==> config.mk <==
export PLATFORM = sky130hd
export DESIGN_NAME = slcm_ctrl
export DESIGN_NICKNAME = d
export VERILOG_FILES = /design/src/rtl/slcm_pkg.sv /design/src/rtl/slcm_ctrl.sv
export SDC_FILE = /design/constraint.sdc
export NUM_CORES = 1
export LEC_CHECK = 0
export BUFFER_PORTS_ARGS = -buffer_cell sky130_fd_sc_hd__buf_2
export CAP_MARGIN = 30
export CELL_PAD_IN_SITES_DETAIL_PLACEMENT = 1
export CELL_PAD_IN_SITES_GLOBAL_PLACEMENT = 1
export CORE_UTILIZATION = 30
export DETAILED_ROUTE_END_ITERATION = 7
export GPL_TIMING_DRIVEN = 0
export PLACE_DENSITY = 0.69
export SLEW_MARGIN = 20
export SYNTH_ARGS = -nofsm -noshare
export SYNTH_HDL_FRONTEND = slang
export SYNTH_SLANG_ARGS = --single-unit
export TNS_END_PERCENT = 30
==> constraint.sdc <==
create_clock -name clock -period 1.7 [get_ports clock]
set_input_delay 0.51 -clock clock [delete_from_list [all_inputs] [get_ports clock]]
set_output_delay 0.51 -clock clock [all_outputs]
set_load 0.05 [all_outputs]
==> src/rtl/slcm_pkg.sv <==
// ----------------------------------------------------------------------------
// slcm_pkg
// Shared types and constants of the sticky least-loaded core map: field
// widths, command and status codes, register indexes and the command/status
// bundles between controller and datapath.
// ----------------------------------------------------------------------------
package slcm_pkg;

   // Defaults of the top-level parameters
   localparam int DEF_TABLE_DEPTH = 256;
   localparam int DEF_MAX_CORES   = 16;
   localparam int DEF_KEY_WIDTH   = 48;

   // Request and response field widths
   localparam int GROUP_KEY_W = 48;
   localparam int CORE_W      = 4;
   localparam int STATUS_W    = 3;

   // Per-core load counters
   localparam int                LOAD_W   = 9;
   localparam logic [LOAD_W-1:0] LOAD_MAX = 9'd511;

   // Configuration register file
   localparam int                  ACTIVE_W     = 5;
   localparam logic [ACTIVE_W-1:0] ACTIVE_RESET = 5'd1;
   localparam int                  CSR_AW       = 3;
   localparam int                  CSR_DW       = 32;
   localparam int                  CSR_IDX_W    = 1;
   localparam logic [CSR_IDX_W-1:0] REG_ACTIVE_CORES = 1'b0;

   // Request commands
   localparam logic CMD_LOOKUP = 1'b0;
   localparam logic CMD_REMOVE = 1'b1;

   typedef enum logic [STATUS_W-1:0] {
      ST_OK             = 3'd0,
      ST_MISMATCH       = 3'd1,
      ST_REMOVE_MISSING = 3'd2,
      ST_FULL           = 3'd3,
      ST_BAD_CORE       = 3'd4
   } status_type;

   // Controller to datapath
   typedef struct packed {
      logic ready;
      logic accept;
      logic clear_step;
      logic scan_step;
      logic decide;
      logic min_step;
      logic load_read;
      logic load_write;
      logic resp_load;
   } slcm_cmd_type;

   // Datapath to controller
   typedef struct packed {
      logic req_valid;
      logic clear_done;
      logic scan_done;
      logic min_done;
      logic is_remove;
      logic found;
      logic bad_core;
      logic full;
      logic exp_valid;
      logic rsp_free;
   } slcm_stat_type;

endpackage

==> src/rtl/slcm_ctrl.sv <==
// ----------------------------------------------------------------------------
// slcm_ctrl
// Sequencer of the core map: clearing pass, table scan, decision, least-load
// search, load counter update and response hand-off.
// ----------------------------------------------------------------------------
module slcm_ctrl import slcm_pkg::*; (
   input  logic          clock,
   input  logic          reset,
   input  slcm_stat_type stat_in,
   output slcm_cmd_type  cmd_out
);

   typedef enum logic [7:0] {
      S_CLEAR   = 8'b0000_0001,
      S_IDLE    = 8'b0000_0010,
      S_SCAN    = 8'b0000_0100,
      S_DECIDE  = 8'b0000_1000,
      S_MIN     = 8'b0001_0000,
      S_LOAD_RD = 8'b0010_0000,
      S_LOAD_WR = 8'b0100_0000,
      S_RESP    = 8'b1000_0000
   } state_type;

   state_type state_ff, state_in;

   always_comb begin
      state_in = state_ff;
      cmd_out  = '0;
      case (state_ff)
         S_CLEAR: begin
            cmd_out.clear_step = 1'b1;
            if (stat_in.clear_done) state_in = S_IDLE;
         end
         S_IDLE: begin
            cmd_out.ready = 1'b1;
            if (stat_in.req_valid) begin
               cmd_out.accept = 1'b1;
               state_in       = S_SCAN;
            end
         end
         S_SCAN: begin
            cmd_out.scan_step = 1'b1;
            if (stat_in.scan_done) state_in = S_DECIDE;
         end
         S_DECIDE: begin
            cmd_out.decide = 1'b1;
            if (stat_in.is_remove) begin
               state_in = stat_in.found ? S_LOAD_RD : S_RESP;
            end else if (stat_in.found || stat_in.bad_core || stat_in.full) begin
               state_in = S_RESP;
            end else if (stat_in.exp_valid) begin
               state_in = S_LOAD_RD;
            end else begin
               state_in = S_MIN;
            end
         end
         S_MIN: begin
            cmd_out.min_step = 1'b1;
            if (stat_in.min_done) state_in = S_LOAD_RD;
         end
         S_LOAD_RD: begin
            cmd_out.load_read = 1'b1;
            state_in          = S_LOAD_WR;
         end
         S_LOAD_WR: begin
            cmd_out.load_write = 1'b1;
            state_in           = S_RESP;
         end
         S_RESP: begin
            if (stat_in.rsp_free) begin
               cmd_out.resp_load = 1'b1;
               state_in          = S_IDLE;
            end
         end
         default: begin
            state_in = S_CLEAR;
         end
      endcase
   end

   always_ff @(posedge clock) begin
      if (reset) begin
         state_ff <= S_CLEAR;
      end else begin
         state_ff <= state_in;
      end
   end

endmodule

==> results of run 1 <==
## worst paths after layout
kind / slack, ns / depth (start not counted) / to / startpoint
worst min register to register: 0.66 / 2 / state_ff[2]$_SDFFE_PP0P_ / state_ff[2]$_SDFFE_PP0P_
worst max register to register: -0.22 / 8 / state_ff[2]$_SDFFE_PP0P_ / state_ff[1]$_SDFFE_PP0P_
worst min-delay path: 0.50 / 2 / state_ff[2]$_SDFFE_PP0P_ / reset
worst max-delay path: -0.50 / 6 / cmd_out[7] / state_ff[5]$_SDFFE_PP0P_
## per-layer routing
metal | GRT usage | part of all wire
met3 | 0.0245 | 0.025
met1 | 0.256 | 0.44
met5 | 0 | 0
met4 | 0.0727 | 0.012
met2 | 0.365 | 0.52
## stage by stage
stage	cell area [µm²]	hold slack, ns	power [mW]	utilization	setup WS (ns)
6_report	923	0.500	1.02	0.541	-0.502
5_1_grt	923	0.507	1.08	0.541	-0.584
4_1_cts	845	0.492	0.913	0.495	-0.487
3_5_place_dp	693	0.697	0.689	0.406	-0.583
3_3_place_gp	693	0.687	0.685	0.406	-0.603
2_1_floorplan	562	0.575	0.591	-	-0.477
## power groups by stage
stage	clock network [mW]	logic, mW	registers (mW)
2_1_floorplan	0	0.330	0.261
3_3_place_gp	0	0.414	0.271
3_5_place_dp	0	0.416	0.274
4_1_cts	0.147	0.494	0.272
5_1_grt	0.158	0.644	0.280
6_report	0.142	0.602	0.274
## worst register-to-register path: stages, from the launching register on
cell       delay, ns
dfxtp_2         0.35
nor4_4          0.29
nand4b_1        0.21
buf_4           0.19
buf_4           0.12
buf_4           0.14
a2bb2oi_2       0.15
and2_4          0.17
a211oi_2        0.21
## layout make-up
type / count / area share
plain buffers: 1 / 0.0149
clock buffers: 3 / 0.0244
inverters: 5 / 0.0244
multi-input cells: 48 / 0.407
flip-flops and latches: 8 / 0.184
well taps: 25 / 0.0339
repair buffers: 34 / 0.312
## cells in the mapped netlist, drive strengths merged
cell | count | share of area
and4 | 1 | 0.018
and4b | 2 | 0.039
clkbuf | 1 | 0.0092
nor2 | 5 | 0.034
a21oi | 6 | 0.055
nand4 | 1 | 0.011
a2bb2oi | 1 | 0.028
a311oi | 1 | 0.016
a211oi | 1 | 0.023
nor3b | 2 | 0.048
nand3b | 2 | 0.028
a22o | 1 | 0.016
a31oi | 1 | 0.011
or4 | 1 | 0.014
a31o | 1 | 0.016
dfxtp | 8 | 0.29
nor4 | 3 | 0.073
and2 | 4 | 0.050
nand4b | 3 | 0.060
nor2b | 2 | 0.023
nand2 | 3 | 0.021
o22a | 1 | 0.016
o21ai | 3 | 0.028
and3 | 3 | 0.034
inv | 5 | 0.034
## timing repair
item	4_1_cts	5_1_grt
buffers inserted	7	7
hold endpoints to repair	0	0
pin swaps	6	5
resized for setup	26	9
endpoints found under the setup margin	14	17
## cell families (layout without fill, tap and decap cells)
logic type             Yosys count  after routing
buffers and inverters            6             43
and+or+nand+nor                 32             32
AOI/OAI and AO/OA               16             16
DFF                              8              8
==> reports/qor.txt, run 1 <==
mapped cell area = 546 µm²
gpl congestion = 0.794
P_int = 0.610 mW
Area Overhead vs Synth = 69.3%
vias in the first global route = 664
Worst VDD drop = 0.000698 V
slowest cell on the critical path = dfxtp_2
worst path required time = 1.19 ns
final setup fails = 16
fill count = 205
critical path class = reg -> out
mux contribution to synthesized area = 0
power share of the sequential group = 0.269
Slew @ Worst Pin = 0.473 ns
Initial Utilization = 0.319
yosys warns = 0
outcome = finished with violations
Total Routing Usage GR = 0.207
HP Class = in -> reg
max FFs per register = 8
drt pass-1 iters = 4
Clock power frac = 0.139
P_leak = 0.443 nW
post-synthesis compound-gate area fraction = 0.209
Worst Path Arrival = 1.69 ns
antenna-violating nets left = 0
Distinct cells, synth = 32
crit end category = output port
failing checks = negative setup slack
Gate power share = 0.592
Boundary Pins = 21
share of layout cells above drive strength 1 = 0.576
RSZ-0062 raised after global routing = yes
wire length per cell = 15.6 µm
Slew HR = 0.682
H-tree Lvls = 1
initial antenna violation count = 0
Sequential Area = 170 µm²
die area = 0.00199 mm²
detailed placement HPWL = 1280 µm
Biggest register = state_ff
clock sinks = 8
pin count of the biggest net entering global routing = 8
commonest non-fill, non-tap cell in the layout = buf_4
CP max stage delay = 0.34 ns
die height = 44.6 µm
register area share after synthesis = 0.294
Final min period = 2.20 ns
critical path's top delay family = simple AND/OR/NAND/NOR gates
cells after synthesis = 62
area of the multi-input gates = 375 µm²
first-pass GRT wire length = 2940 µm
Port Buffers = 20
worst-skew pair later-pin latency = 0.25 ns
Post-Synth XOR/XNOR Area = 0
clock-pin transition on the worst setup and hold timing paths = 0.06 ns
Layout Nets = 113
Fin Clk Skew = 0.00624 ns
Overflow after GRT = 0
Post-Layout Cell Count = 124
Final Hold Viols = 0
Worst Path Buf+Inv = 2
CTS tree = done
number of vias per cell = 5.13
Final Cycle Share = 1.30
CP cell instances = nor4_4, nor3b_4, nand3b_1, clkinvlp_4, and2_4, buf_8
Syn Nets = 74
WL final = 1930 µm
simple-gate share of the synthesized area = 0.454
Die X = 44.6 µm
max-slew violation count = 0
Sw Share = 0.401
crit path launch type = flip-flop
net switching power = 0.408 mW
largest family of logic cells by synthesized area = simple AND/OR/NAND/NOR gates
DRC = 0
Setup Total Neg Slack = -4.40 ns
row count = 15
most frequent cells in the layout = buf_4, buf_2, a21oi_1, buf_8
CTS Buf Count = 3
vias = 636
flops & latches, synth = 8
Max Cap Violations = 0
Regs by FF count = state_ff x8
Inst Count DP = 107
hold_buf cts = 0
worst setup margin = -0.502 ns
Core ar. = 0.00171 mm²
clock root cell = clkbuf_4
Power per Cell Area = 1100 mW/mm²
Post-Synth Adder-Cell Area = 0
initial DRC count = 11
Max clock buf depth = 2
antenna fix cells = 0
worst-path fanout max = 4
Avg Cell Area, Syn = 8.80 µm²
max frequency = 454 MHz
Note: power is estimated with default switching activity, not from simulation.
==> run 2, diff against run 1 <==
--- a/config.mk
+++ b/config.mk
@@ -5,11 +5,14 @@
 export SDC_FILE = /design/constraint.sdc
 export NUM_CORES = 1
 export LEC_CHECK = 0
+export ABC_AREA = 1
+export ABC_CLOCK_PERIOD_IN_PS = 1700
 export BUFFER_PORTS_ARGS = -buffer_cell sky130_fd_sc_hd__buf_2
 export CAP_MARGIN = 30
 export CELL_PAD_IN_SITES_DETAIL_PLACEMENT = 1
 export CELL_PAD_IN_SITES_GLOBAL_PLACEMENT = 1
-export CORE_UTILIZATION = 30
+export CORE_ASPECT_RATIO = 0.6
+export CORE_UTILIZATION = 31
 export DETAILED_ROUTE_END_ITERATION = 7
 export GPL_TIMING_DRIVEN = 0
 export PLACE_DENSITY = 0.69
==> reports/qor.txt, run 2 <==
Fin Clk Skew = 0.00426 ns (-0.00198 ns)
detailed placement HPWL = 1630 µm (+27%)
crit end category = output port
Area Overhead vs Synth = 51.3%
DRC = 0 (unchanged)
register area share after synthesis = 0.221 (-0.0725)
Max clock buf depth = 2 (unchanged)
Syn Nets = 114 (+54%)
Worst Path Arrival = 1.28 ns (-0.41 ns)
worst-path fanout max = 3 (-1)
list of most frequent post-synthesis cells = nand2_1, inv_1, nor2_1
initial antenna violation count = 0 (unchanged)
Slew @ Worst Pin = 0.318 ns (-0.155 ns)
drt pass-1 iters = 3 (-1)
Slew HR = 0.786 (+0.104)
gpl congestion = 0.724 (-8.8%)
cell taking the most area after synthesis = dfxtp_1
cells after synthesis = 102 (+65%)
worst-skew pair later-pin latency = 0.23 ns (-0.02 ns)
slowest cell on the critical path = dfxtp_2
Synth area leaders = dfxtp_1, nand2_1, inv_1
Pwr Total = 1.49 mW (+47%)
worst-case reg-to-reg path depth = 10 (+2)
antenna fix cells = 0 (unchanged)
Power per Cell Area = 1360 mW/mm² (+24%)
clock root cell = clkbuf_8
worst hold stages = 2 (unchanged)
yosys warns = 0 (unchanged)
area of the multi-input gates = 526 µm² (+40%)
critical path class = reg -> out
max-slew violation count = 0 (unchanged)
Overflow after GRT = 0 (unchanged)
Avg Cell Area, Syn = 7.10 µm² (-19%)
P_leak = 0.554 nW (+25%)
initial DRC count = 13 (+2)
clock sinks = 8 (unchanged)
worst path required time = 1.19 ns (about the same)
Final Hold Viols = 0 (unchanged)
beginning of the worst hold path = reset
Setup Total Neg Slack = -0.432 ns (+3.97 ns)
worst setup margin = -0.0880 ns (+0.414 ns)
mapped cell area = 724 µm² (+33%)
crit path launch type = flip-flop
fill count = 289 (+41%)
final setup fails = 9 (-7)
Final Util = 0.503 (-0.0378)
Initial Utilization = 0.332 (+0.0130)
Final min period = 1.79 ns (-0.414 ns)
fin area = 0.00110 mm² (+19%)
dpl cell area = 876 µm² (+26%)
number of vias per cell = 4.48 (-13%)
Distinct cells, synth = 24 (-25%)
wire length per cell = 12.3 µm (-21%)
Worst Path Buf+Inv = 3 (+1)
pin count of the biggest net entering global routing = 6 (-2)
Die X = 64.4 µm (+44%)
Port Buffers = 20 (unchanged)
FF-to-FF End = state_ff[1]$_SDFFE_PP0P_
WHS Endpoint = state_ff[5]$_SDFFE_PP0P_
HP Class = in -> reg
CP cell instances = inv_2, buf_4, nor4_4, buf_6
Biggest register = state_ff
vias in the first global route = 720 (+8.4%)
pre-CTS WS = -0.0252 ns (+0.558 ns)
reg2reg setup slack = 0.39 ns (+0.61 ns)
failing checks = negative setup slack
Regs by FF count = state_ff x8
first-pass GRT wire length = 3320 µm (+13%)
Final Cycle Share = 1.05 (-0.244)
die area = 0.00254 mm² (+27%)
number of synthesized flops with an enable pin = 0 (unchanged)
Inst Count DP = 152 (+42%)
clock-pin transition on the worst setup and hold timing paths = 0.04 ns (-0.02 ns)
CP max stage delay = 0.35 ns (about the same)
Core ar. = 0.00218 mm² (+28%)
vias = 731 (+15%)
Total Routing Usage GR = 0.186 (-0.0208)
Sequential Area = 173 µm² (+1.5%)
commonest non-fill, non-tap cell in the layout = nand2_1
max frequency = 559 MHz (+23%)
Worst path depth = 4 (-2)
Post-Layout Cell Count = 163 (+31%)
CTS Buf Count = 3 (unchanged)
die height = 39.4 µm (-12%)
CTS tree = done
Worst VDD drop = 0.000617 V (-12%)
RSZ-0062 raised after global routing = yes
max FFs per register = 8 (unchanged)
row count = 13 (-2)
launch point of the worst reg-to-reg path = state_ff[7]$_SDFFE_PP0P_
most common cell in the netlist = nand2_1
antenna-violating nets left = 0 (unchanged)
WL final = 2010 µm (+3.8%)
Post-synth ARST share = 0 (unchanged)
Layout Nets = 147 (+30%)
Yosys top cell area share = 0.221 (-0.0725)
most frequent cells in the layout = nand2_1, inv_1, buf_2, inv_2
H-tree Lvls = 1 (unchanged)
critical path's top delay family = buffers and inverters
Boundary Pins = 21 (unchanged)
outcome = finished with violations
Max Cap Violations = 0 (unchanged)
share of layout cells above drive strength 1 = 0.632 (+0.0558)
ys flop type = dfxtp_1
flops & latches, synth = 8 (unchanged)
Hold Slack = 0.507 ns (+0.00683 ns)
==> run 2: changes by cell type after synthesis, moves of 4 or more <==
cell and change:
inv_2 +9, nor2_2 +7, nand2_1 +15, nand2_4 +4, a21oi_1 -6, nor2_1 +7, nand2_2 +4, inv_1 +9
==> run 2: area by class of cell <==
| type | instances | share of cell area |
|---|---|---|
| multi-input combinational | 70 | 0.479 |
| timing repair buffer | 28 | 0.204 |
| sequential | 8 | 0.158 |
| inverter | 24 | 0.0868 |
| clock buffer | 3 | 0.0377 |
| tap | 30 | 0.0342 |
==> run 2: cell families (layout without fill, tap and decap cells) <==
| family | after synthesis | count (layout) | synth area share |
|---|---|---|---|
| and+or+nand+nor | 65 | 65 | 0.603 |
| AOI/OAI and AO/OA | 5 | 5 | 0.0484 |
| DFF | 8 | 8 | 0.221 |
| buffers and inverters | 24 | 55 | 0.128 |
==> run 2: worst reg2reg max path: cells and delay by family (launching register included) <==
family,cells,cell delay [ns]
simple gates,8,0.65
buf+inv,2,0.19
flops,1,0.35
==> run 2: power breakdown <==
| group | internal [mW] | switching (mW) | leakage (nW) |
|---|---|---|---|
| Clock | 0.154 | 0.0804 | 0.0216 |
| Sequential | 0.245 | 0.0705 | 0.0677 |
| Combinational | 0.370 | 0.574 | 0.465 |
| Total | 0.769 | 0.725 | 0.554 |
==> run 2: per-layer routing <==
layer	wire, µm	track usage	part of all wire
met5	0	0	0
met4	6	0.0333	0.0030
met3	59	0.0523	0.029
met2	884	0.313	0.44
met1	1050	0.241	0.53
==> run 2: repair_timing <==
action                     4_1_cts  5_1_grt
pin swaps                        6        3
hold buffers                     0        0
setup buffers                    6        2
gates resized for setup         32        9
setup endpoints to repair        9        9
==> run 2: worst max path at each step <==
stage                  to                      from  slack (ns)
3_5_place_dp   cmd_out[1]  state_ff[1]$_SDFFE_PP0P_       -0.03
2_1_floorplan  cmd_out[7]  state_ff[4]$_SDFFE_PP0P_       -0.20
6_report       cmd_out[2]  state_ff[5]$_SDFFE_PP0P_       -0.09
3_3_place_gp   cmd_out[1]  state_ff[2]$_SDFFE_PP0P_      -0.009
5_1_grt        cmd_out[6]  state_ff[4]$_SDFFE_PP0P_       -0.15
4_1_cts        cmd_out[2]  state_ff[1]$_SDFFE_PP0P_       -0.14
